**src/hdl/sks_pkg.sv**
```systemverilog
// Shared types and constants of the sorted key range search block.
package sks_pkg;

    localparam int KEY_W   = 32;
    localparam int CFG_W   = 11;
    localparam int ENTRY_W = 10;
    localparam int OUT_W   = 11;

    localparam logic OP_WRITE  = 1'b0;
    localparam logic OP_SEARCH = 1'b1;

    // Sources of the table read address.
    localparam logic [2:0] ADDR_MID_CUR     = 3'd0;
    localparam logic [2:0] ADDR_MID_NEXT    = 3'd1;
    localparam logic [2:0] ADDR_LEFT_FIRST  = 3'd2;
    localparam logic [2:0] ADDR_LEFT_NEXT   = 3'd3;
    localparam logic [2:0] ADDR_RIGHT_FIRST = 3'd4;
    localparam logic [2:0] ADDR_RIGHT_NEXT  = 3'd5;

    typedef struct packed {
        logic       write;
        logic       start;
        logic       set_mid;
        logic       probe;
        logic       hit;
        logic       left_dec;
        logic       right_inc;
        logic       load_out;
        logic [2:0] addr_sel;
    } t_cmd;

    typedef struct packed {
        logic n_zero;
        logic hit;
        logic last;
        logic first_zero;
        logic first_ge2;
        logic end_lt_n;
        logic end_next_lt_n;
        logic out_free;
    } t_status;

endpackage

```
**src/hdl/sks_ctrl.sv**
```systemverilog
// Controller: issues table writes and sequences the probe and the two run stretches of a search.
module sks_ctrl (
    input  logic             i_clk,
    input  logic             i_rst_n,
    input  logic             i_in_valid,
    input  logic             i_op,
    output logic             o_in_stall,
    input  sks_pkg::t_status i_status,
    output sks_pkg::t_cmd    o_cmd
);

    localparam logic [2:0] S_IDLE  = 3'd0;
    localparam logic [2:0] S_START = 3'd1;
    localparam logic [2:0] S_PROBE = 3'd2;
    localparam logic [2:0] S_LGO   = 3'd3;
    localparam logic [2:0] S_LEFT  = 3'd4;
    localparam logic [2:0] S_RGO   = 3'd5;
    localparam logic [2:0] S_RIGHT = 3'd6;
    localparam logic [2:0] S_DONE  = 3'd7;

    logic [2:0] r_state, n_state;

    always_comb begin
        n_state        = r_state;
        o_cmd          = '0;
        o_cmd.addr_sel = sks_pkg::ADDR_MID_CUR;
        o_in_stall     = (r_state != S_IDLE);

        case (r_state)
            S_IDLE: begin
                if (i_in_valid) begin
                    if (i_op == sks_pkg::OP_WRITE) begin
                        o_cmd.write = 1'b1;
                    end else begin
                        o_cmd.start = 1'b1;
                        n_state = i_status.n_zero ? S_DONE : S_START;
                    end
                end
            end
            S_START: begin
                o_cmd.set_mid  = 1'b1;
                o_cmd.addr_sel = sks_pkg::ADDR_MID_CUR;
                n_state        = S_PROBE;
            end
            S_PROBE: begin
                if (i_status.hit) begin
                    o_cmd.hit = 1'b1;
                    n_state   = S_LGO;
                end else if (i_status.last) begin
                    n_state = S_DONE;
                end else begin
                    o_cmd.probe    = 1'b1;
                    o_cmd.addr_sel = sks_pkg::ADDR_MID_NEXT;
                end
            end
            S_LGO: begin
                if (i_status.first_zero) begin
                    n_state = S_RGO;
                end else begin
                    o_cmd.addr_sel = sks_pkg::ADDR_LEFT_FIRST;
                    n_state        = S_LEFT;
                end
            end
            S_LEFT: begin
                if (i_status.hit) begin
                    o_cmd.left_dec = 1'b1;
                    // The next read goes out now so the walk moves one entry per cycle.
                    if (i_status.first_ge2) begin
                        o_cmd.addr_sel = sks_pkg::ADDR_LEFT_NEXT;
                    end else begin
                        n_state = S_RGO;
                    end
                end else begin
                    n_state = S_RGO;
                end
            end
            S_RGO: begin
                if (i_status.end_lt_n) begin
                    o_cmd.addr_sel = sks_pkg::ADDR_RIGHT_FIRST;
                    n_state        = S_RIGHT;
                end else begin
                    n_state = S_DONE;
                end
            end
            S_RIGHT: begin
                if (i_status.hit) begin
                    o_cmd.right_inc = 1'b1;
                    if (i_status.end_next_lt_n) begin
                        o_cmd.addr_sel = sks_pkg::ADDR_RIGHT_NEXT;
                    end else begin
                        n_state = S_DONE;
                    end
                end else begin
                    n_state = S_DONE;
                end
            end
            S_DONE: begin
                if (i_status.out_free) begin
                    o_cmd.load_out = 1'b1;
                    n_state        = S_IDLE;
                end
            end
            default: begin
                n_state = S_IDLE;
            end
        endcase
    end

    always_ff @(posedge i_clk) begin
        if (!i_rst_n) begin
            r_state <= S_IDLE;
        end else begin
            r_state <= n_state;
        end
    end

endmodule

```
**config.mk**
```make
export PLATFORM = sky130hd
export DESIGN_NAME = sks_ctrl
export DESIGN_NICKNAME = d
export VERILOG_FILES = /design/src/hdl/sks_pkg.sv /design/src/hdl/sks_ctrl.sv
export SDC_FILE = /design/constraint.sdc
export NUM_CORES = 1
export LEC_CHECK = 0
export ABC_AREA = 1
export BUFFER_PORTS_ARGS = -buffer_cell sky130_fd_sc_hd__clkbuf_2
export CORE_AREA = 4 4 41 43
export DETAILED_ROUTE_END_ITERATION = 10
export DIE_AREA = 0 0 45 47
export GPL_TIMING_DRIVEN = 1
export PLACE_DENSITY_LB_ADDON = 0.2
export SKIP_LAST_GASP = 1
export SLEW_MARGIN = 15
export SYNTH_ARGS = -nofsm -noshare
export SYNTH_HDL_FRONTEND = slang
export SYNTH_SLANG_ARGS = --single-unit
```
**constraint.sdc**
```tcl
create_clock -name i_clk -period 2.15 [get_ports i_clk]
set_input_delay 0.3225 -clock i_clk [delete_from_list [all_inputs] [get_ports i_clk]]
set_output_delay 0.3225 -clock i_clk [all_outputs]
set_load 0.02 [all_outputs]
```
Yosys cells after proc, flatten, opt, wreduce, memory -nomap -nowiden
Index checks and enable logic that the tools add are counted.
{ "classes": {"eq_ne": 13, "mux": 35, "n_reduce_logical": 3} }
{ "ops": {"columns": ["operator", "n"], "rows": [
  ["$mux W3", 13],
  ["$pmux W3 S8", 1],
  ["$pmux W3 S5", 1],
  ["$mux W1", 14],
  ["$eq A3 B3 Y1 const B", 4],
  ["$mux W2", 6],
  ["$ne A3 B3 Y1 const B", 3],
  ["$eq A3 B2 Y1 const B", 2],
  ["$ne A2 B2 Y1 const B", 3],
  ["$reduce_and A6 Y1", 1],
  ["$eq A3 B1 Y1 const B", 1],
  ["$logic_not A3 Y1", 1],
  ["$reduce_bool A3 Y1", 1]
]} }
{ "word_totals": {"regBits": 3, "output_inout_bits": 12} }

Logic depth before layout (Yosys ltp)
Gate-level depths: netlist (run 1).
{ "logic_depth": {"ltp_word": 4, "depth_mapped": 9, "mapped_depth_nobuf": 9} }

Least setup slack after synthesis (run 1)
OpenSTA, ideal clock, no wires.
{ "synth_timing": {"kind": "register -> output", "startpoint": "register r_state[0]", "endpoint": "output o_cmd[1] in the netlist's numbering", "t_arrival_ps": 1106, "required_ps": 1827, "setup_slack_ps": 722, "path_stages_with_launch": 5, "n_path_buf": 0, "path_cell_list": "dfxtp_1 > nand2_2 > clkinv_2 > nand2_1 > o21ai_0"} }
{ "synth_lines": {"columns": ["element", "line", "source"], "rows": [
  ["from (decl)", "sks_ctrl.sv:21", "logic [2:0] r_state, n_state;"],
  ["from (signal assigned)", "sks_ctrl.sv:113", "r_state <= n_state;"],
  ["to (decl)", "sks_ctrl.sv:9", "output sks_pkg::t_cmd o_cmd"]
]} }

==> results of run 1 <==
[through the flow]
| stage | hold WS (ps) | instances | area [um2] |
|---|---|---|---|
| detailed placement | 540 | 107 | 498 |
| global placement | 541 | 107 | 498 |
| global route | 336 | 111 | 524 |
| CTS | 313 | 111 | 524 |
| floorplan | 432 | 70 | 372 |
| finish | 322 | 111 | 524 |
[tightest hold or removal path, delay by kind of cell]
kind | cells | cell delay, ps
compound gates | 1 | 30
buf+inv | 2 | 150
[cell usage in the layout (no fill, tap or decap)]
| master | n |
|---|---|
| clkbuf_2 | 23 |
| nand2_1 | 18 |
| nor2_1 | 15 |
| inv_1 | 10 |
| nand3_1 | 7 |
| nand3_2 | 4 |
| clkbuf_4 | 3 |
| dfxtp_1 | 3 |
| inv_2 | 2 |
| nand2_2 | 2 |
| o21ai_0 | 2 |
| nor3_1 | 2 |
| nor2_2 | 1 |
| clkinv_2 | 1 |
| nor2_4 | 1 |
| a21oi_1 | 1 |
| clkbuf_1 | 1 |
[where the power goes]
| group | total [mW] | switching, mW | internal (mW) | leakage [nW] |
|---|---|---|---|---|
| Combinational | 0.404 | 0.269 | 0.136 | 0.296 |
| Clock | 0.0981 | 0.0286 | 0.0695 | 0.0150 |
| Sequential | 0.125 | 0.0449 | 0.0803 | 0.0250 |
| Total | 0.628 | 0.342 | 0.285 | 0.336 |
[cells by family after synthesis]
logic type / synth area share (%)
and+or+nand+nor: 64.3
buffers and inverters: 15.5
AOI/OAI and AO/OA: 4.04
DFF: 16.2
[worst min path at each step]
stage          depth (start not counted)  slack [ps]                       to
2_1_floorplan                          2         430  r_state[0]$_SDFFE_PN0P_
3_3_place_gp                           2         540  r_state[1]$_SDFFE_PN0P_
3_5_place_dp                           2         540  r_state[1]$_SDFFE_PN0P_
4_1_cts                                3         310  r_state[0]$_SDFFE_PN0P_
5_1_grt                                3         340  r_state[1]$_SDFFE_PN0P_
6_report                               3         320  r_state[0]$_SDFFE_PN0P_
[layout make-up]
class	instances	share of cell area [%]
Sequential cell	3	11.5
Inverter	13	9.55
Tap cell	15	3.58
Clock buffer	4	5.01
Multi-Input combinational cell	53	48.4
Timing Repair Buffer	23	22.0
[per-layer routing]
layer	up-vias	part of all wire (%)
li1	268	-
met1	207	48
met2	13	47
met3	0	5.0
met4	0	0
met5	-	0
==> results.yml, run 1 <==
run_status:
  status: "complete, no violations"
worst_setup_path:
  r2r_cells: 8
  crit_family: "flip-flops"
  cp-startpoint: "r_state[2]$_SDFFE_PN0P_"
  cp.arrival_ps: 1350
  crit_slowest_cell: "dfxtp_1"
  end_kind: "output port"
  criticalPathCategory: "flip-flop to output port"
  critPathRequiredTime_ps: 1830
  max_stage_delay_ps: 450
  crit_chain: "nand2_1 -> inv_1 -> nand3_2 -> o21ai_0 -> clkbuf_2"
  reg2reg_slack_ps: 900
  reg2reg_from: "r_state[0]$_SDFFE_PN0P_"
  start_kind: "flip-flop"
  setup.worst_path.end: "o_cmd[1]"
  path_buf_inv: 2
  timing.rr.end: "r_state[2]$_SDFFE_PN0P_"
  cp.depth: 5
  crit_fanout: 8
finish:
  top_register: "r_state"
  antenna_cells: 0
  fin_util_pct: 40.3
  fillers: 165
  largest_register_ffs: 3
  area_delta_synth_final_pct: 41.1
  drive_gt1_share_pct: 38.5
  top_regs: "r_state x3"
  multi_input_area_um2: 254
  final_nets: 109
  register_area_um2: 60.1
drt:
  routed-via-count: 488
  drt_wl_total_um: 1000
  wl_per_cell_um: 9.02
  drc: 0
  ant_nets: 0
  drtIter0Drc: 2
  viasPerCell: 4.40
  drt_first_pass_iters: 2
synth:
  yosysMostFrequentCell: "nand2_1"
  ys_top_cells_by_count: "18 x nand2_1, 15 x nor2_1, 10 x inv_1"
  synth-edff-count: 0
  synth_seq_cells: 3
  synthArstFlopShare_pct: 0
  avgSynthCellArea_um2: 5.31
  syn-num-nets: 82
  ys_types: 15
  postSynthCellCount: 70
  synth.largest_area_cell: "nand2_1"
  synth.area.top_cells: "nand2_1 18%, dfxtp_1 16%, nor2_1 15%"
  synth_seq_area_share_pct: 16.2
  yosys_warnings: 0
  synthesis.area_um2: 372
  synthFlopType: "dfxtp_1"
  netlist.area_leader.share_pct: 18.2
sta:
  clock_skew_ps: 0.610
  slew_viol_final: 0
  hold_viol_final: 0
  totalNegativeSetupSlack_ps: 0
  layout_min_cycle_time_ps: 1670
  rsz0062_at_grt: "no"
  worstMarginPinSlew_ps: 301
  setup_viol: 0
  slew_headroom_pct: 79.9
  fin_crit_sh_pct: 77.7
  max_freq_mhz: 599
  timing.final.ws_setup_ps: 480
global_route:
  grtUsageMet3_pct: 1.15
  grt_overflow: 0
  met2_usage_pct: 16.7
  grt_pass1_wl_um: 1680
  grt_max_degree: 9
  grt.busiest_layer: "met2"
  met1_usage_pct: 14.7
  grt_pass1_vias: 437
  grtUsageTotal_pct: 11.0
  antenna_found_initial: 0
power_and_ir_drop:
  ir_drop_mv: 0.373
  report.power.total_mw: 0.628
  leakage_nw: 0.336
  p_per_area_mw_per_mm2: 1200
placement:
  io_buffers: 23
  hpwl_um: 861
  place.gp.congestion: 0.778
  dpl_worst_slack_ps: 744
clock_network:
  cts_max_level: 1
  root_buffer: "clkbuf_4"
  insertion_delay_ps: 230
  cts_num_sinks: 3
  post_cts_resized: 0
  cts_buffer_depth: 2
  hold_buffers: 0
  numCtsBuffers: 3
  cts_setup_buffers: 0
  clk_pin_slew_worst_paths_ps: 40
  cts_tree: "built"
floorplan:
  die-area_mm2: 0.00212
  start_util_pct: 28.6
  pin_count: 24
  die_x_um: 45
  core_mm2: 0.00130
  die_height_um: 47
  rows: 13
run:
  maxCapViolations: 0
worst_hold_path:
  min_from: "i_rst_n"
  hold_path_class: "input port to flip-flop"
(Power assumes the default switching activity.)
==> run 2, diff against run 1 <==
==> constraint.sdc (replaced) <==
create_clock -name i_clk -period 1.7 [get_ports i_clk]
set_input_delay 0.255 -clock i_clk [delete_from_list [all_inputs] [get_ports i_clk]]
set_output_delay 0.255 -clock i_clk [all_outputs]
set_load 0.02 [all_outputs]
==> results.yml, run 2 (same netlist as run 1, synthesis figures left out) <==
power_and_ir_drop:
  seq_power_share_pct: 20.2
  report.power.total_mw: 0.796
  pwr-share-clk_pct: 15.6
  power.switching_mw: 0.433
  p_per_area_mw_per_mm2: 1520
  ir_drop_mv: 0.472
  leakage_nw: 0.336
  intPower_mw: 0.363
  pwr-share-comb_pct: 64.3
  p_sw_share_pct: 54.4
sta:
  layout_min_cycle_time_ps: 1570
  max_freq_mhz: 636
  whs_ps: 254
  slew_headroom_pct: 79.9
  totalNegativeSetupSlack_ps: 0
  setup_viol: 0
  slew_viol_final: 0
  worstMarginPinSlew_ps: 301
  rsz0062_at_grt: "no"
  hold_viol_final: 0
  fin_crit_sh_pct: 92.4
  clock_skew_ps: 0.610
clock_network:
  hold_buffers: 0
  numCtsBuffers: 3
  insertion_delay_ps: 230
  root_buffer: "clkbuf_4"
  cts_max_level: 1
  clk_pin_slew_worst_paths_ps: 40
  cts_num_sinks: 3
  cts_tree: "built"
  cts_buffer_depth: 2
run_status:
  status: "complete, no violations"
placement:
  place.gp.congestion: 0.778
  hpwl_um: 861
  post_dp_cell_area_um2: 498
  io_buffers: 23
drt:
  viasPerCell: 4.40
  drt_first_pass_iters: 2
  drc: 0
  ant_nets: 0
  drt_wl_total_um: 1000
  drtIter0Drc: 2
  wl_per_cell_um: 9.02
  routed-via-count: 488
worst_setup_path:
  cp.arrival_ps: 1320
  start_kind: "flip-flop"
  crit_fanout: 7
  max_stage_delay_ps: 480
  critPathRequiredTime_ps: 1440
  criticalPathCategory: "flip-flop to output port"
  end_kind: "output port"
  crit_chain: "nand2_2 -> clkinv_2 -> nand2_1 -> o21ai_0 -> clkbuf_2"
  crit_slowest_cell: "dfxtp_1"
finish:
  final_common_cell: "clkbuf_2"
  top_regs: "r_state x3"
  fin_area_um2: 526
  drive_gt1_share_pct: 39.6
  final_nets: 109
  area_delta_synth_final_pct: 41.4
  final_cell_mix: "23 x clkbuf_2, 18 x nand2_1, 15 x nor2_1"
  antenna_cells: 0
  top_register: "r_state"
  largest_register_ffs: 3
global_route:
  antenna_found_initial: 0
  grt_pass1_vias: 437
  grt_max_degree: 9
  grt_pass1_wl_um: 1680
  grt_overflow: 0
  grtUsageTotal_pct: 11.0
floorplan:
  die_height_um: 47
  die-area_mm2: 0.00212
  start_util_pct: 28.6
  rows: 13
  pin_count: 24
  die_x_um: 45
  core_mm2: 0.00130
run:
  maxCapViolations: 0
worst_hold_path:
  hold_path_class: "input port to flip-flop"
## run 2: cell count changes in the layout (fill, tap and decap cells not counted)
cell and delta:
dfxtp_2 +1, dfxtp_1 -1
## run 2: path summary, 6_finish.rpt
check                           from                      end  slack, ps  cells after the start
max reg2reg  r_state[0]$_SDFFE_PN0P_  r_state[2]$_SDFFE_PN0P_        460                      8
min reg2reg  r_state[1]$_SDFFE_PN0P_  r_state[1]$_SDFFE_PN0P_        540                      2
max          r_state[0]$_SDFFE_PN0P_                 o_cmd[1]        130                      5
min                          i_rst_n  r_state[0]$_SDFFE_PN0P_        250                      3
## run 2: what timing repair did
item,4_1_cts,5_1_grt
endpoints found under the setup margin,0,2
resized for setup,0,1
buffers inserted,0,0
## run 2: metal layers
layer  part of all wire (%)  track usage [%]
met1                     48             14.7
met2                     47             16.7
met3                    5.0             1.15
met4                      0             7.02
met5                      0                0
## run 2: cell type report
cell class / count / area, um2
multi-input combinational: 53 / 254
timing repair buffer: 23 / 115
clock buffer: 4 / 26.3
sequential: 3 / 61.3
tap: 15 / 18.8
fill: 165 / 776
inverter: 13 / 50.0
## run 2: per-stage QoR
step,utilization (%),std cells,setup WS (ps)
floorplan,-,70,339
global placement,38.3,107,379
detailed placement,38.3,107,361
CTS,40.3,111,93.8
global route,40.4,111,9.77
finish,40.4,111,129
## run 2: critical path, delay by kind of cell, from the launching register on
kind | cells | cell delay (ps)
flops | 1 | 480
buf+inv | 2 | 270
simple gates | 2 | 180
compound gates | 1 | 150
## run 2: power groups by stage
| stage | clock network [mW] | registers, mW | logic (mW) |
|---|---|---|---|
| after floorplan | 0 | 0.131 | 0.413 |
| after global placement | 0 | 0.156 | 0.523 |
| after detailed placement | 0 | 0.157 | 0.516 |
| after CTS | 0.132 | 0.156 | 0.518 |
| after global routing | 0.140 | 0.166 | 0.595 |
| final | 0.124 | 0.161 | 0.512 |
==> run 3, diff against run 2 <==
--- a/config.mk
+++ b/config.mk
@@ -12,6 +12,7 @@
 export DIE_AREA = 0 0 45 47
 export GPL_TIMING_DRIVEN = 1
 export PLACE_DENSITY_LB_ADDON = 0.2
+export SETUP_SLACK_MARGIN = 0.3
 export SKIP_LAST_GASP = 1
 export SLEW_MARGIN = 15
 export SYNTH_ARGS = -nofsm -noshare
==> results.yml, run 3 (same netlist as run 1, synthesis figures left out) <==
run_status:
  status: "complete, no violations"
finish:
  final_common_cell: "clkbuf_2"
  final_cell_mix: "16 x clkbuf_2, 14 x nand2_1, 12 x nor2_1"
  top_regs: "r_state x3"
  largest_register_ffs: 3
  fin_util_pct: 52.7
  drive_gt1_share_pct: 58.3
  antenna_cells: 0
  final_nets: 116
  area_delta_synth_final_pct: 84.5
  fin_area_um2: 686
  layoutNonFillerInstCount: 118
  top_register: "r_state"
clock_network:
  cts_buffer_depth: 2
  cts_tree: "built"
  cts_num_sinks: 3
  hold_buffers: 0
  root_buffer: "clkbuf_4"
  clk_pin_slew_worst_paths_ps: 40
  cts_max_level: 1
  numCtsBuffers: 3
  insertion_delay_ps: 230
floorplan:
  die_x_um: 45
  pin_count: 24
  die-area_mm2: 0.00212
  rows: 13
  core_mm2: 0.00130
  start_util_pct: 28.6
  die_height_um: 47
sta:
  fin_crit_sh_pct: 85.6
  rsz0062_at_grt: "yes"
  whs_ps: 262
  slew_headroom_pct: 89.6
  worstMarginPinSlew_ps: 154
  layout_min_cycle_time_ps: 1460
  setup_viol: 0
  totalNegativeSetupSlack_ps: 0
  max_freq_mhz: 687
  clock_skew_ps: 0.905
  timing.final.ws_setup_ps: 245
  hold_viol_final: 0
  slew_viol_final: 0
drt:
  drc: 0
  wl_per_cell_um: 11.5
  drtIter0Drc: 12
  routed-via-count: 537
  drt_first_pass_iters: 4
  drt_wl_total_um: 1360
  viasPerCell: 4.55
  ant_nets: 0
global_route:
  grt_overflow: 0
  grt_pass1_wl_um: 1990
  antenna_found_initial: 0
  grtUsageTotal_pct: 13.1
  grt_max_degree: 9
  grt_pass1_vias: 505
power_and_ir_drop:
  p_per_area_mw_per_mm2: 1490
  report.power.total_mw: 1.02
  seq_power_share_pct: 20.7
  pwr-share-comb_pct: 67.3
  pwr-share-clk_pct: 12.1
  p_sw_share_pct: 52.4
  leakage_nw: 0.388
  power.switching_mw: 0.536
  intPower_mw: 0.486
  ir_drop_mv: 0.575
worst_setup_path:
  critPathRequiredTime_ps: 1440
  crit_fanout: 4
  criticalPathCategory: "flip-flop to output port"
  start_kind: "flip-flop"
  timing.rr.end: "r_state[1]$_SDFFE_PN0P_"
  end_kind: "output port"
  reg2reg_slack_ps: 350
  reg2reg_from: "r_state[1]$_SDFFE_PN0P_"
  r2r_cells: 10
  cp.arrival_ps: 1200
worst_hold_path:
  min_from: "i_rst_n"
  hold_depth: 3
  hold_path_class: "input port to flip-flop"
  min_to: "r_state[0]$_SDFFE_PN0P_"
placement:
  post_dp_cell_area_um2: 498
  dpl.cell_count: 107
  dpl_worst_slack_ps: 361
  hpwl_um: 861
  io_buffers: 23
  place.gp.congestion: 0.778
run:
  maxCapViolations: 0
run 3: area by class of cell:
class,count,area (um2)
Inverter,13,55.1
Tap cell,15,18.8
Timing Repair Buffer,30,203
Sequential cell,3,71.3
Clock buffer,4,26.3
Fill cell,143,616
Multi-Input combinational cell,53,312
run 3: power groups by stage:
stage | Combinational (mW) | Sequential, mW | Clock, mW
after floorplan | 0.413 | 0.131 | 0
after global placement | 0.523 | 0.156 | 0
after detailed placement | 0.516 | 0.157 | 0
after CTS | 0.629 | 0.207 | 0.132
after global routing | 0.771 | 0.216 | 0.140
final | 0.687 | 0.211 | 0.123
run 3: critical path: stages, from the launching register on:
cell	delay (ps)
dfxtp_4	390
inv_6	60
nor2_4	170
nand3_2	130
nand3_2	100
buf_6	120
run 3: per-layer routing:
| layer | routed length, um | vias up | GRT usage (%) |
|---|---|---|---|
| met3 | 70 | 2 | 1.53 |
| met1 | 529 | 232 | 15.2 |
| met4 | 15 | 0 | 9.94 |
| li1 | - | 284 | - |
| met5 | 0 | - | 0 |
| met2 | 743 | 19 | 22.0 |
run 3: how the worst max path moves through the flow:
stage	cells past startpoint	to	from
after floorplan	4	o_cmd[1]	r_state[0]$_SDFFE_PN0P_
after global placement	5	o_cmd[1]	r_state[0]$_SDFFE_PN0P_
after detailed placement	5	o_cmd[1]	r_state[2]$_SDFFE_PN0P_
after CTS	6	o_cmd[9]	r_state[0]$_SDFFE_PN0P_
after global routing	5	o_cmd[0]	r_state[1]$_SDFFE_PN0P_
final	5	o_cmd[0]	r_state[1]$_SDFFE_PN0P_
run 3: repair_timing:
| item | in CTS | in global routing |
|---|---|---|
| endpoints found under the setup margin | 10 | 8 |
| resized for setup | 31 | 13 |
| buffers inserted | 5 | 2 |
| pin swaps | 8 | 6 |
